## src/sv/dtep_pkg.sv

```systemverilog
// ---------------------------------------------------------------------------
// dtep_pkg: shared types and constants for the date-time text converter
// Holds the parsed date-time record that travels from the parser to the
// converter, and the day-count helpers used by the converter.
// ---------------------------------------------------------------------------
package dtep_pkg;

    localparam int YEAR_W   = 14;
    localparam int EPOCH_W  = 39;

    // One parsed string, as the parser hands it to the converter
    typedef struct packed {
        logic              ok;
        logic [YEAR_W-1:0] year;
        logic [3:0]        month;
        logic [4:0]        day;
        logic [4:0]        hour;
        logic [5:0]        minute;
        logic [5:0]        second;
    } rec_t;

    // Era length and epoch offset of the civil-day count
    localparam logic [17:0] DAYS_PER_ERA   = 18'd146097;
    localparam logic [19:0] EPOCH_DAY_OFS  = 20'd719468;
    localparam logic [16:0] SECS_PER_DAY   = 17'd86400;
    localparam logic [11:0] SECS_PER_HOUR  = 12'd3600;
    localparam logic [8:0]  YEARS_PER_ERA  = 9'd400;
    localparam logic [8:0]  DAYS_PER_YEAR  = 9'd365;

    // Reciprocal of 400 scaled by 2^21; exact floor for years below 10000
    localparam logic [12:0] ERA_RECIP      = 13'd5243;
    localparam int          ERA_SHIFT      = 21;

    // Days from March 1 to the first of a March-based month (0 = March)
    function automatic logic [8:0] month_start(input logic [3:0] mp);
        logic [8:0] days;
        case (mp)
            4'd0:    days = 9'd0;
            4'd1:    days = 9'd31;
            4'd2:    days = 9'd61;
            4'd3:    days = 9'd92;
            4'd4:    days = 9'd122;
            4'd5:    days = 9'd153;
            4'd6:    days = 9'd184;
            4'd7:    days = 9'd214;
            4'd8:    days = 9'd245;
            4'd9:    days = 9'd275;
            4'd10:   days = 9'd306;
            4'd11:   days = 9'd337;
            default: days = 9'd0;
        endcase
        return days;
    endfunction

endpackage

```

## src/sv/dtep_parse.sv

```systemverilog
// ---------------------------------------------------------------------------
// dtep_parse: character parser
// Takes one character per transaction, tracks the date-time fields and
// pushes one record into the queue at the last character of each string.
// ---------------------------------------------------------------------------
module dtep_parse (
    input  logic           aclk,
    input  logic           aresetn,
    input  logic           s_tvalid,
    output logic           s_tready,
    input  logic [7:0]     s_tdata,    // [7:0] ch
    input  logic           s_tlast,    // last
    input  logic           q_full,
    output logic           q_push,
    output dtep_pkg::rec_t q_rec
);
    import dtep_pkg::*;

    typedef enum logic [3:0] {
        PH_SKIP, PH_YEAR, PH_SEP_A, PH_MONTH, PH_SEP_B, PH_DAY, PH_AFTER_DAY,
        PH_HOUR, PH_COLON, PH_MINUTE, PH_AFTER_MIN, PH_SECOND, PH_DONE, PH_FAIL
    } phase_t;

    phase_t            phase_reg,  phase_next;
    logic [1:0]        digit_reg,  digit_next;
    logic [YEAR_W-1:0] year_reg,   year_next;
    logic [6:0]        month_reg,  month_next;
    logic [6:0]        day_reg,    day_next;
    logic [6:0]        hour_reg,   hour_next;
    logic [6:0]        minute_reg, minute_next;
    logic [6:0]        second_reg, second_next;

    logic              accept;
    logic              is_digit, is_blank, is_sep;
    logic [3:0]        digit_val;
    logic              take_en;
    logic [YEAR_W-1:0] field_val, acc, lo, hi;
    logic [1:0]        last_idx;
    phase_t            goal;
    logic              ok_next;

    // Accept a character whenever the queue can take a record
    assign s_tready = !q_full;
    assign accept   = s_tvalid && s_tready;

    assign is_digit  = (s_tdata >= 8'h30) && (s_tdata <= 8'h39);
    assign is_blank  = (s_tdata == 8'h20) || (s_tdata == 8'h09);
    assign is_sep    = (s_tdata == 8'h3A) || (s_tdata == 8'h2D);
    assign digit_val = s_tdata[3:0];

    // Select the field that the current phase fills and its limits
    always_comb begin
        take_en   = 1'b0;
        field_val = '0;
        lo        = '0;
        hi        = '0;
        last_idx  = 2'd1;
        goal      = PH_FAIL;
        case (phase_reg)
            PH_SKIP, PH_YEAR: begin
                take_en   = !(phase_reg == PH_SKIP && is_blank);
                field_val = year_reg;
                lo        = 14'd1;
                hi        = 14'd9999;
                last_idx  = 2'd3;
                goal      = PH_SEP_A;
            end
            PH_MONTH: begin
                take_en   = 1'b1;
                field_val = YEAR_W'(month_reg);
                lo        = 14'd1;
                hi        = 14'd12;
                goal      = PH_SEP_B;
            end
            PH_DAY: begin
                take_en   = 1'b1;
                field_val = YEAR_W'(day_reg);
                lo        = 14'd1;
                hi        = 14'd31;
                goal      = PH_AFTER_DAY;
            end
            PH_HOUR: begin
                take_en   = 1'b1;
                field_val = YEAR_W'(hour_reg);
                hi        = 14'd23;
                goal      = PH_COLON;
            end
            PH_MINUTE: begin
                take_en   = 1'b1;
                field_val = YEAR_W'(minute_reg);
                hi        = 14'd59;
                goal      = PH_AFTER_MIN;
            end
            PH_SECOND: begin
                take_en   = 1'b1;
                field_val = YEAR_W'(second_reg);
                hi        = 14'd60;
                goal      = PH_DONE;
            end
            default: begin
                take_en = 1'b0;
            end
        endcase
    end

    assign acc = YEAR_W'(field_val * 14'd10 + YEAR_W'(digit_val));

    // Advance the parser by one character
    always_comb begin
        phase_next  = phase_reg;
        digit_next  = digit_reg;
        year_next   = year_reg;
        month_next  = month_reg;
        day_next    = day_reg;
        hour_next   = hour_reg;
        minute_next = minute_reg;
        second_next = second_reg;
        if (accept) begin
            if (take_en) begin
                if (!is_digit) begin
                    phase_next = PH_FAIL;
                end else begin
                    case (phase_reg)
                        PH_SKIP, PH_YEAR: year_next = acc;
                        PH_MONTH:         month_next  = acc[6:0];
                        PH_DAY:           day_next    = acc[6:0];
                        PH_HOUR:          hour_next   = acc[6:0];
                        PH_MINUTE:        minute_next = acc[6:0];
                        default:          second_next = acc[6:0];
                    endcase
                    phase_next = (phase_reg == PH_SKIP) ? PH_YEAR : phase_reg;
                    digit_next = digit_reg + 2'd1;
                    if (digit_reg == last_idx) begin
                        digit_next = 2'd0;
                        phase_next = (acc >= lo && acc <= hi) ? goal : PH_FAIL;
                    end
                end
            end else begin
                case (phase_reg)
                    PH_SEP_A:     phase_next = is_sep ? PH_MONTH : PH_FAIL;
                    PH_SEP_B:     phase_next = is_sep ? PH_DAY : PH_FAIL;
                    PH_AFTER_DAY: phase_next = (s_tdata == 8'h20 || s_tdata == 8'h54) ?
                                               PH_HOUR : PH_DONE;
                    PH_COLON:     phase_next = (s_tdata == 8'h3A) ? PH_MINUTE : PH_FAIL;
                    PH_AFTER_MIN: phase_next = (s_tdata == 8'h3A) ? PH_SECOND : PH_DONE;
                    default:      phase_next = phase_reg;
                endcase
            end
        end
    end

    // Build the record from the updated fields at the last character
    assign ok_next = (phase_next == PH_AFTER_DAY) || (phase_next == PH_AFTER_MIN) ||
                     (phase_next == PH_DONE);
    assign q_push  = accept && s_tlast;
    always_comb begin
        q_rec.ok     = ok_next;
        q_rec.year   = year_next;
        q_rec.month  = month_next[3:0];
        q_rec.day    = day_next[4:0];
        q_rec.hour   = hour_next[4:0];
        q_rec.minute = minute_next[5:0];
        q_rec.second = second_next[5:0];
    end

    // Hold parser state; clear it after each string
    always_ff @(posedge aclk) begin
        if (!aresetn || q_push) begin
            phase_reg  <= PH_SKIP;
            digit_reg  <= '0;
            year_reg   <= '0;
            month_reg  <= '0;
            day_reg    <= '0;
            hour_reg   <= '0;
            minute_reg <= '0;
            second_reg <= '0;
        end else begin
            phase_reg  <= phase_next;
            digit_reg  <= digit_next;
            year_reg   <= year_next;
            month_reg  <= month_next;
            day_reg    <= day_next;
            hour_reg   <= hour_next;
            minute_reg <= minute_next;
            second_reg <= second_next;
        end
    end

endmodule

```

## src/sv/dtep_queue.sv

```systemverilog
// ---------------------------------------------------------------------------
// dtep_queue: record queue
// Small first-in first-out buffer of parsed records between the parser
// and the converter, so that either side can stall on its own.
// ---------------------------------------------------------------------------
module dtep_queue #(
    parameter int DEPTH = 2
) (
    input  logic           aclk,
    input  logic           aresetn,
    input  logic           push,
    input  dtep_pkg::rec_t push_rec,
    output logic           full,
    input  logic           pop,
    output logic           empty,
    output dtep_pkg::rec_t head_rec
);
    import dtep_pkg::*;

    localparam int PTR_W = (DEPTH > 1) ? $clog2(DEPTH) : 1;
    localparam int CNT_W = $clog2(DEPTH + 1);

    rec_t             entry_reg [DEPTH];
    logic [PTR_W-1:0] wr_ptr_reg, rd_ptr_reg;
    logic [CNT_W-1:0] count_reg;

    assign full     = (count_reg == CNT_W'(DEPTH));
    assign empty    = (count_reg == '0);
    assign head_rec = entry_reg[rd_ptr_reg];

    function automatic logic [PTR_W-1:0] bump(input logic [PTR_W-1:0] ptr);
        return (ptr == PTR_W'(DEPTH - 1)) ? '0 : ptr + PTR_W'(1);
    endfunction

    // Store pushed records
    always_ff @(posedge aclk) begin
        if (push && !full) begin
            entry_reg[wr_ptr_reg] <= push_rec;
        end
    end

    // Advance pointers and occupancy
    always_ff @(posedge aclk) begin
        if (!aresetn) begin
            wr_ptr_reg <= '0;
            rd_ptr_reg <= '0;
            count_reg  <= '0;
        end else begin
            if (push && !full) begin
                wr_ptr_reg <= bump(wr_ptr_reg);
            end
            if (pop && !empty) begin
                rd_ptr_reg <= bump(rd_ptr_reg);
            end
            case ({push && !full, pop && !empty})
                2'b10:   count_reg <= count_reg + CNT_W'(1);
                2'b01:   count_reg <= count_reg - CNT_W'(1);
                default: count_reg <= count_reg;
            endcase
        end
    end

endmodule

```

## src/sv/dtep_conv.sv

```systemverilog
// ---------------------------------------------------------------------------
// dtep_conv: epoch converter
// Pops one parsed record at a time and turns it into signed seconds since
// 1970-01-01 over a short sequence of registered steps.
// ---------------------------------------------------------------------------
module dtep_conv (
    input  logic                aclk,
    input  logic                aresetn,
    input  logic                q_empty,
    input  dtep_pkg::rec_t      q_head,
    output logic                q_pop,
    output logic                m_tvalid,
    input  logic                m_tready,
    output logic [39:0]         m_tdata,   // [38:0] epoch_seconds
    output logic                m_tuser    // ok
);
    import dtep_pkg::*;

    typedef enum logic [2:0] {
        ST_IDLE, ST_ERA, ST_DOE, ST_DAYS, ST_SCALE, ST_OUT
    } state_t;

    state_t                    state_reg;
    rec_t                      rec_reg;
    logic [YEAR_W-1:0]         y_reg;
    logic [3:0]                mp_reg;
    logic [4:0]                era_reg;
    logic [16:0]               tod_reg;
    logic [17:0]               doe_reg;
    logic signed [22:0]        days_reg;
    logic signed [EPOCH_W-1:0] scaled_reg;
    logic                      valid_reg;
    logic                      ok_reg;
    logic [EPOCH_W-1:0]        epoch_reg;

    logic [YEAR_W-1:0]         y_next;
    logic [3:0]                mp_next;
    logic [26:0]               era_prod;
    logic [4:0]                era_next;
    logic [16:0]               tod_next;
    logic [8:0]                yoe;
    logic [1:0]                cent;
    logic [8:0]                doy;
    logic [17:0]               doe_next;
    logic [22:0]               era_days;
    logic signed [22:0]        days_next;
    logic signed [40:0]        scaled_full;
    logic signed [EPOCH_W-1:0] sum_next;
    logic                      out_free;

    // Shift the year to start in March, split off the era and sum the time of day
    assign y_next   = (rec_reg.month <= 4'd2) ? rec_reg.year - YEAR_W'(1) : rec_reg.year;
    assign mp_next  = (rec_reg.month > 4'd2) ? rec_reg.month - 4'd3 : rec_reg.month + 4'd9;
    assign era_prod = 27'(y_next) * 27'(ERA_RECIP);
    assign era_next = era_prod[ERA_SHIFT +: 5];
    assign tod_next = 17'(rec_reg.hour) * 17'(SECS_PER_HOUR) + 17'(rec_reg.minute * 12'd60)
                      + 17'(rec_reg.second);

    // Day of era from year of era and day of year
    assign yoe      = 9'(y_reg - YEAR_W'(era_reg) * YEAR_W'(YEARS_PER_ERA));
    assign cent     = (yoe >= 9'd300) ? 2'd3 : (yoe >= 9'd200) ? 2'd2 :
                      (yoe >= 9'd100) ? 2'd1 : 2'd0;
    assign doy      = month_start(mp_reg) + 9'(rec_reg.day) - 9'd1;
    assign doe_next = 18'(yoe) * 18'(DAYS_PER_YEAR) + 18'(yoe >> 2) - 18'(cent) + 18'(doy);

    // Days relative to the epoch
    assign era_days  = 23'(era_reg) * 23'(DAYS_PER_ERA) + 23'(doe_reg);
    assign days_next = signed'(era_days - 23'(EPOCH_DAY_OFS));

    // Scale to seconds and add the time of day
    assign scaled_full = days_reg * $signed({1'b0, SECS_PER_DAY});
    assign sum_next    = scaled_reg + $signed({22'd0, tod_reg});

    assign out_free = !valid_reg || m_tready;
    assign q_pop    = (state_reg == ST_IDLE) && !q_empty;

    assign m_tvalid = valid_reg;
    assign m_tuser  = ok_reg;
    assign m_tdata  = {1'b0, epoch_reg};

    // Sequence one record through the conversion and hold the result
    always_ff @(posedge aclk) begin
        if (!aresetn) begin
            state_reg <= ST_IDLE;
            valid_reg <= 1'b0;
        end else begin
            // Raise valid with a new result, drop it once the transaction is taken
            if (state_reg == ST_OUT && out_free) begin
                valid_reg <= 1'b1;
            end else if (m_tready) begin
                valid_reg <= 1'b0;
            end
            case (state_reg)
                ST_IDLE: begin
                    if (!q_empty) begin
                        rec_reg   <= q_head;
                        state_reg <= ST_ERA;
                    end
                end
                ST_ERA: begin
                    y_reg     <= y_next;
                    mp_reg    <= mp_next;
                    era_reg   <= era_next;
                    tod_reg   <= tod_next;
                    state_reg <= ST_DOE;
                end
                ST_DOE: begin
                    doe_reg   <= doe_next;
                    state_reg <= ST_DAYS;
                end
                ST_DAYS: begin
                    days_reg  <= days_next;
                    state_reg <= ST_SCALE;
                end
                ST_SCALE: begin
                    scaled_reg <= scaled_full[EPOCH_W-1:0];
                    state_reg  <= ST_OUT;
                end
                ST_OUT: begin
                    if (out_free) begin
                        ok_reg    <= rec_reg.ok;
                        epoch_reg <= rec_reg.ok ? sum_next : '0;
                        state_reg <= ST_IDLE;
                    end
                end
                default: begin
                    state_reg <= ST_IDLE;
                end
            endcase
        end
    end

endmodule

```

## src/sv/datetime_text_to_epoch_seconds.sv

```systemverilog
// ---------------------------------------------------------------------------
// datetime_text_to_epoch_seconds: date-time text to epoch seconds
// Streams a date-time string in, one character per transaction, and
// returns an ok flag and signed seconds since 1970-01-01 per string.
// ---------------------------------------------------------------------------
// The parser takes one character per cycle while the queue has room and, at
// the character marked last, drops one parsed record into a queue of
// QUEUE_DEPTH entries. The converter drains that queue one record at a time
// through a sequence of registered steps (pop, era split, day of era, epoch
// day, scale, output register) and pops a new record only after the last
// one has left the output step, so a run of short strings is paced by the
// converter; the converter also holds at the output step while the output
// side is not ready, and s_tready drops while the queue is full. Output
// m_tuser carries the ok flag and m_tdata the seconds, which are zero when
// ok is low.
module datetime_text_to_epoch_seconds #(
    parameter int QUEUE_DEPTH = 2
) (
    input  logic        aclk,
    input  logic        aresetn,
    input  logic        s_tvalid,
    output logic        s_tready,
    input  logic [7:0]  s_tdata,   // [7:0] ch
    input  logic        s_tlast,   // last
    output logic        m_tvalid,
    input  logic        m_tready,
    output logic [39:0] m_tdata,   // [38:0] epoch_seconds, [39] zero
    output logic        m_tuser    // ok
);
    import dtep_pkg::*;

    logic q_full, q_push, q_pop, q_empty;
    rec_t push_rec, head_rec;

    dtep_parse u_parse (
        .aclk     (aclk),
        .aresetn  (aresetn),
        .s_tvalid (s_tvalid),
        .s_tready (s_tready),
        .s_tdata  (s_tdata),
        .s_tlast  (s_tlast),
        .q_full   (q_full),
        .q_push   (q_push),
        .q_rec    (push_rec)
    );

    dtep_queue #(
        .DEPTH (QUEUE_DEPTH)
    ) u_queue (
        .aclk     (aclk),
        .aresetn  (aresetn),
        .push     (q_push),
        .push_rec (push_rec),
        .full     (q_full),
        .pop      (q_pop),
        .empty    (q_empty),
        .head_rec (head_rec)
    );

    dtep_conv u_conv (
        .aclk     (aclk),
        .aresetn  (aresetn),
        .q_empty  (q_empty),
        .q_head   (head_rec),
        .q_pop    (q_pop),
        .m_tvalid (m_tvalid),
        .m_tready (m_tready),
        .m_tdata  (m_tdata),
        .m_tuser  (m_tuser)
    );

endmodule
```

## config.mk

```make
export PLATFORM = sky130hd
export DESIGN_NAME = datetime_text_to_epoch_seconds
export DESIGN_NICKNAME = d
export VERILOG_FILES = /design/src/sv/dtep_pkg.sv /design/src/sv/dtep_parse.sv /design/src/sv/dtep_queue.sv /design/src/sv/dtep_conv.sv /design/src/sv/datetime_text_to_epoch_seconds.sv
export SDC_FILE = /design/constraint.sdc
export NUM_CORES = 1
export LEC_CHECK = 0
export BUFFER_PORTS_ARGS = -buffer_cell sky130_fd_sc_hd__buf_4
export CAP_MARGIN = 25
export CORE_AREA = 2 2 256 258
export CTS_CLUSTER_DIAMETER = 40
export DETAILED_ROUTE_END_ITERATION = 7
export DIE_AREA = 0 0 258 260
export PLACE_DENSITY = 0.66
export SLEW_MARGIN = 20
export SYNTH_ARGS = -nofsm -noshare
export SYNTH_HDL_FRONTEND = slang
export SYNTH_SLANG_ARGS = --single-unit
export TNS_END_PERCENT = 1
```

## constraint.sdc

```tcl
create_clock -name aclk -period 14.8 [get_ports aclk]
set_input_delay 0 -clock aclk [delete_from_list [all_inputs] [get_ports aclk]]
set_output_delay 0 -clock aclk [all_outputs]
set_load 0.005 [all_outputs]
```

# After elaboration in Yosys (flattened, before gate mapping)
# Memory sizes are Yosys's and may differ from the RTL's. A register that Yosys moved wholly into a read port is not among the register bits.
# Index checks and enable logic that the tools add are counted.
# op_classes
n_addsub	20
n_mul	8
order_cmp	9
eq_ne	30
muxes	59
bitwise	2
reduce_logical	43
# ops
operator	count
one-hot mux 14 bit (6 select lines)	2
two-way mux 14 bit	5
two-way mux 4 bit	15
two-way mux 6 bit	8
two-way mux 5 bit	8
adder 39 x 18 -> 39 bit	1
multiplier 23 x 11 -> 32 bit (second input constant)	1
multiplier 14 x 13 -> 26 bit (second input constant)	1
equality test 4 bit (second input constant)	6
equality test 8 x 6 -> 1 bit (second input constant)	3
one-hot mux 4 bit (6 select lines)	1
adder 23 x 18 -> 23 bit	1
multiplier 5 x 18 -> 23 bit (second input constant)	1
subtractor 23 x 20 -> 23 bit (second input constant)	1
equality test 4 x 3 -> 1 bit (second input constant)	5
one-hot mux 4 bit (5 select lines)	1
AND reduction 4 bit	5
adder 18 x 7 -> 18 bit	1
adder 18 x 9 -> 18 bit	1
multiplier 9 x 9 -> 18 bit (second input constant)	1
one-hot mux 3 bit (6 select lines)	1
subtractor 18 x 2 -> 18 bit	1
adder 17 x 12 -> 17 bit	1
adder 17 x 6 -> 17 bit	1
other kinds (54)	99
# word_totals
ff_bits	211
ramBits	82
romBits	144
output_inout_bits	43
word_cells	200
memories	2
# memory_table
memory	depth	word_bits	rd	rd_clocked_by_memory_dff	write_ports	line	source
(no name shown)	16	9	1	1	0	dtep_pkg.sv:37	case (mp)
u_queue.entry_reg	2	41	1	1	1	dtep_queue.sv:23	rec_t entry_reg [DEPTH];

# Longest topological paths before layout
# logic_depth
depth_word	15
mapped_depth	35
mapped_depth_nobuf	35

# Cells and area by module
# From an unflattened synthesis, not the netlist that was laid out.
# unflattened
cells_unflattened	2683
hier_area_um2	29244.3
# by_module_without_submodules
module	n_inst	cells_per_inst	area_per_inst_um2
dtep_conv	1	2035	21897.3
dtep_parse	1	494	4162.7
dtep_queue	1	154	3184.3

# Worst setup path before layout
# Ideal clock, no wire load.
# synth_path
path_type	register to register
from	reg u_conv.rec_reg[22] in the netlist's numbering
to	reg u_conv.era_reg[4] (data pin)
setup_ns	0.260
t_arrival_ns	6.987
path_slack_ns	7.553
path_stages_with_launch	28
path_buffers	0
cell_sequence	edfxtp_1 inv_1 ha_1 inv_1 a211oi_4 inv_1 or4_4 or3_4 or3_4 or3b_1 xor2_1 inv_1 ha_1 ha_1 inv_1 fa_1 inv_1 fa_1 fa_1 ha_1 a21o_1 a21o_1 a221oi_1 o21ai_0 a21o_1 a211oi_1 o21bai_1 xnor2_1
# synth_via
elab_chain_len	3
# synth_lines
item	line	source
start: declaration	dtep_conv.sv:24	rec_t rec_reg;
start signal: assignment	dtep_conv.sv:96	rec_reg <= q_head;
<= comparator 4 x 2 -> 1 bit	dtep_conv.sv:52	assign y_next = (rec_reg.month <= 4'd2) ? rec_reg.year - YEAR_W'(1) : rec_reg.year;
two-way mux 14 bit	dtep_conv.sv:52	
multiplier 14 x 13 -> 26 bit	dtep_conv.sv:54	assign era_prod = 27'(y_next) * 27'(ERA_RECIP);
net u_conv.era_prod[25]	dtep_conv.sv:38	logic [26:0] era_prod;
end signal: assignment	dtep_conv.sv:103	era_reg <= era_next;
end: declaration	dtep_conv.sv:27	logic [4:0] era_reg;
# The timed path passes the listed nets, and every way through them passes these cells.
# A chain may end at the register's enable or synchronous reset.

# Worst setup path in the final report
# Same ends and word-level chain as after synthesis.

==> metrics.md <==
| Metric | Value |
|---|---|
| DRT Pass-1 Iters | 5 |
| Hold EP | u_queue.entry_reg[1][16] |
| Pre-CTS setup slack | 6.64 ns |
| Final HPWL DP | 44.5 mm |
| Syn avg cell area | 10.9 sq um |
| Per-cell routed wire length | 15.2 microns |
| Number of synthesized flops with an enable pin | 271 |
| Leading area contributor after synthesis | edfxtp_1 |
| Yosys warns | 0 |
| Critical path fanouts, max | 7 |
| # DRC | 0 |
| Syn_nets | 3,324 |
| Yosys reg bits | 343 |
| Post-synthesis cell type count | 81 |
| Post-Syn Instances | 2,637 |
| Final setup violation count | 0 |
| Most used DFF post-synth | edfxtp_1 |
| Max Slew Vio Count | 0 |
| Max cap viols | 0 |
| Die Span Y | 260 microns |
| Worst Tran Pin Value | 0.988 ns |
| IO Count | 56 |
| Slew HR | 33.9% |
| Hold Vio Cnt, Final | 0 |
| Initial core utilization | 44.9% |
| CP Launch Type | register |
| Share of the synthesized area in the top cell type | 28.3% |
| Sink Count | 343 |
| Max reg flops | 82 |
| Synth area leaders | edfxtp_1, ha_1, fa_1 |
| R2R setup slack | 6.70 ns |
| Via count of the first global-routing pass | 19,468 |
| Post-route setup slack | 6.70 ns |
| CP arrival | 8.44 ns |
| Hold-fix buffers, CTS | 4 |
| # resized after CTS | 0 |
| CTS root buffer | clkbuf_16 |
| Fmax | 0.123 GHz |
| Setup crit end kind | register |
| Most common cell after layout, fill and taps aside | inv_1 |
| Clock-pin slew on the worst setup and hold paths | 0.06 ns |
| CTS tree | yes |
| Post-route ant nets | 0 |
| Outcome | finished, final reports clean |
| Inserted Clock Buffers | 53 |
| Share of post-route cells with drive strength above 1 | 9.51% |
| FP Rows | 93 |
| Htree depth | 2 |
| P&R area growth vs syn | 12.4% |
| Hold Path Cell Cnt | 2 |
| RR Endpoint | u_conv.era_reg[4] |
| Reg2reg path depth | 26 |
| CP required | 15.13 ns |
| Clock Latency Late Sink | 0.59 ns |
| Die width | 258 microns |
| Setup tns final | 0 ns |
| Core Box Area | 64,100 sq um |
| RePlAce Congestion | 0.868 |
| Initial DRC count | 846 |
| Min-Delay Path Class | primary input to register |
| Final WL | 55.4 mm |
| Post-Syn Area | 28,800 sq um |
| Clock Skew | 0.0165 ns |
| HP Start | s_tlast |
| # fillers | 5,592 |
| Final period util | 54.8% |
| Final min period | 8.10 ns |
| Unrepaired setup endpoints after global routing | no |
| Sequential share of the synthesized area | 33.3% |
| Async SR Flop Fraction | 0% |
| Largest net degree at the start of global routing | 50 |
| Most frequent cells in the layout | inv_1, ha_1, edfxtp_1, fa_1, xnor2_1 |
| Via count | 18,312 |
| All-Layer GR Usage | 16.9% |
| PortBufs | 54 |
| NumNets Final | 3,417 |
| Initial antenna violation count | 0 |
| Clock Tree Buf Depth | 3 |
| Worst R2R Start | u_conv.rec_reg[22] |
| Setup bufs post-CTS | 0 |
| Overflow after GRT | 0 |
| # diodes | 0 |
| Via density | 5.04 |
| Die Area | 67,100 sq um |
| First-pass GRT wire length | 92.7 mm |
| Kind of critical path | register to register |
## worst max-delay path, cell delays in order, from the launching register on
cell	delay (ns)
edfxtp_1	0.43
inv_1	0.11
ha_1	0.15
inv_1	0.06
a211oi_4	0.31
inv_1	0.13
or4_4	0.44
or3_4	0.36
or3_4	0.36
nor3_1	0.18
xor2_1	0.80
ha_1	0.43
fa_1	0.54
inv_1	0.05
fa_1	0.50
inv_1	0.05
fa_1	0.46
fa_1	0.49
ha_1	0.22
a211oi_1	0.20
o21ai_0	0.12
a221oi_1	0.35
o21ai_0	0.29
a21o_1	0.28
a211oi_1	0.26
o21bai_1	0.13
xnor2_1	0.13
## synth_stat cells (all sizes together), types with 7 or more instances
| master | count |
|---|---|
| inv | 526 |
| ha | 454 |
| edfxtp | 271 |
| fa | 220 |
| xnor2 | 116 |
| a21oi | 115 |
| nand2 | 103 |
| nor2 | 98 |
| dfxtp | 72 |
| o21ai | 70 |
| mux2 | 62 |
| nor2b | 59 |
| xor2 | 52 |
| and2 | 44 |
| a21o | 39 |
| clkbuf | 33 |
| nand3 | 30 |
| nor3 | 23 |
| and3 | 21 |
| nand2b | 21 |
| o21a | 16 |
| o21bai | 16 |
| a21boi | 14 |
| a211oi | 13 |
| o211ai | 13 |
| or3 | 13 |
| a31oi | 9 |
| mux2i | 9 |
| a22oi | 8 |
| a222oi | 7 |
| nor4 | 7 |
| o22ai | 7 |
## routing by layer
layer	track usage, %	share of wire, %
met1	20.3	43
met2	31.6	52
met3	2.14	2.8
met4	4.38	1.8
met5	0	0
## logic make-up after synthesis
family,Yosys count,synth area share [%]
AO/OA/AOI/OAI,363,8.22
XOR/XNOR,169,5.19
adder cells (fa/ha/maj),674,35.0
buffers and inverters,561,7.32
flip-flops,343,33.3
multiplexers,71,2.74
other,1,0.0130
AND/OR/NAND/NOR,455,8.24
## how the worst max path moves through the flow
stage	slack, ns	depth (start not counted)	from	endpoint
2_1_floorplan	7.55	27	u_conv.rec_reg[22]	u_conv.era_reg[4]
4_1_cts	6.61	26	u_conv.rec_reg[22]	u_conv.era_reg[4]
6_report	6.70	26	u_conv.rec_reg[22]	u_conv.era_reg[4]
3_5_place_dp	6.64	26	u_conv.rec_reg[22]	u_conv.era_reg[4]
5_1_grt	6.16	26	u_conv.rec_reg[22]	u_conv.era_reg[4]
3_3_place_gp	6.87	26	u_conv.rec_reg[22]	u_conv.era_reg[4]
## layout make-up
cell class,count,area [sq um],share of cell area (%)
clock buffer,61,1440,4.45
timing repair buffer,73,626,1.93
multi-input combinational,1733,17100,52.9
sequential,343,9580,29.6
clock inverter,39,549,1.70
inverter,526,1970,6.10
tap,855,1070,3.30
## per-stage QoR
stage | hold slack, ns | util (%) | cells | instance area, sq um
finish | 0.0327 | 50.5 | 3630 | 32400
global route | 0.0317 | 50.5 | 3630 | 32400
CTS | 0.0643 | 50.3 | 3626 | 32300
detailed placement | 0.349 | 47.2 | 3522 | 30300
global placement | 0.341 | 47.1 | 3520 | 30200
floorplan | 0.125 | - | 2637 | 28800
Power is left out: the tool's default activity adds up to more than one toggle a clock period on the data nets, which glitch-free logic cannot reach.
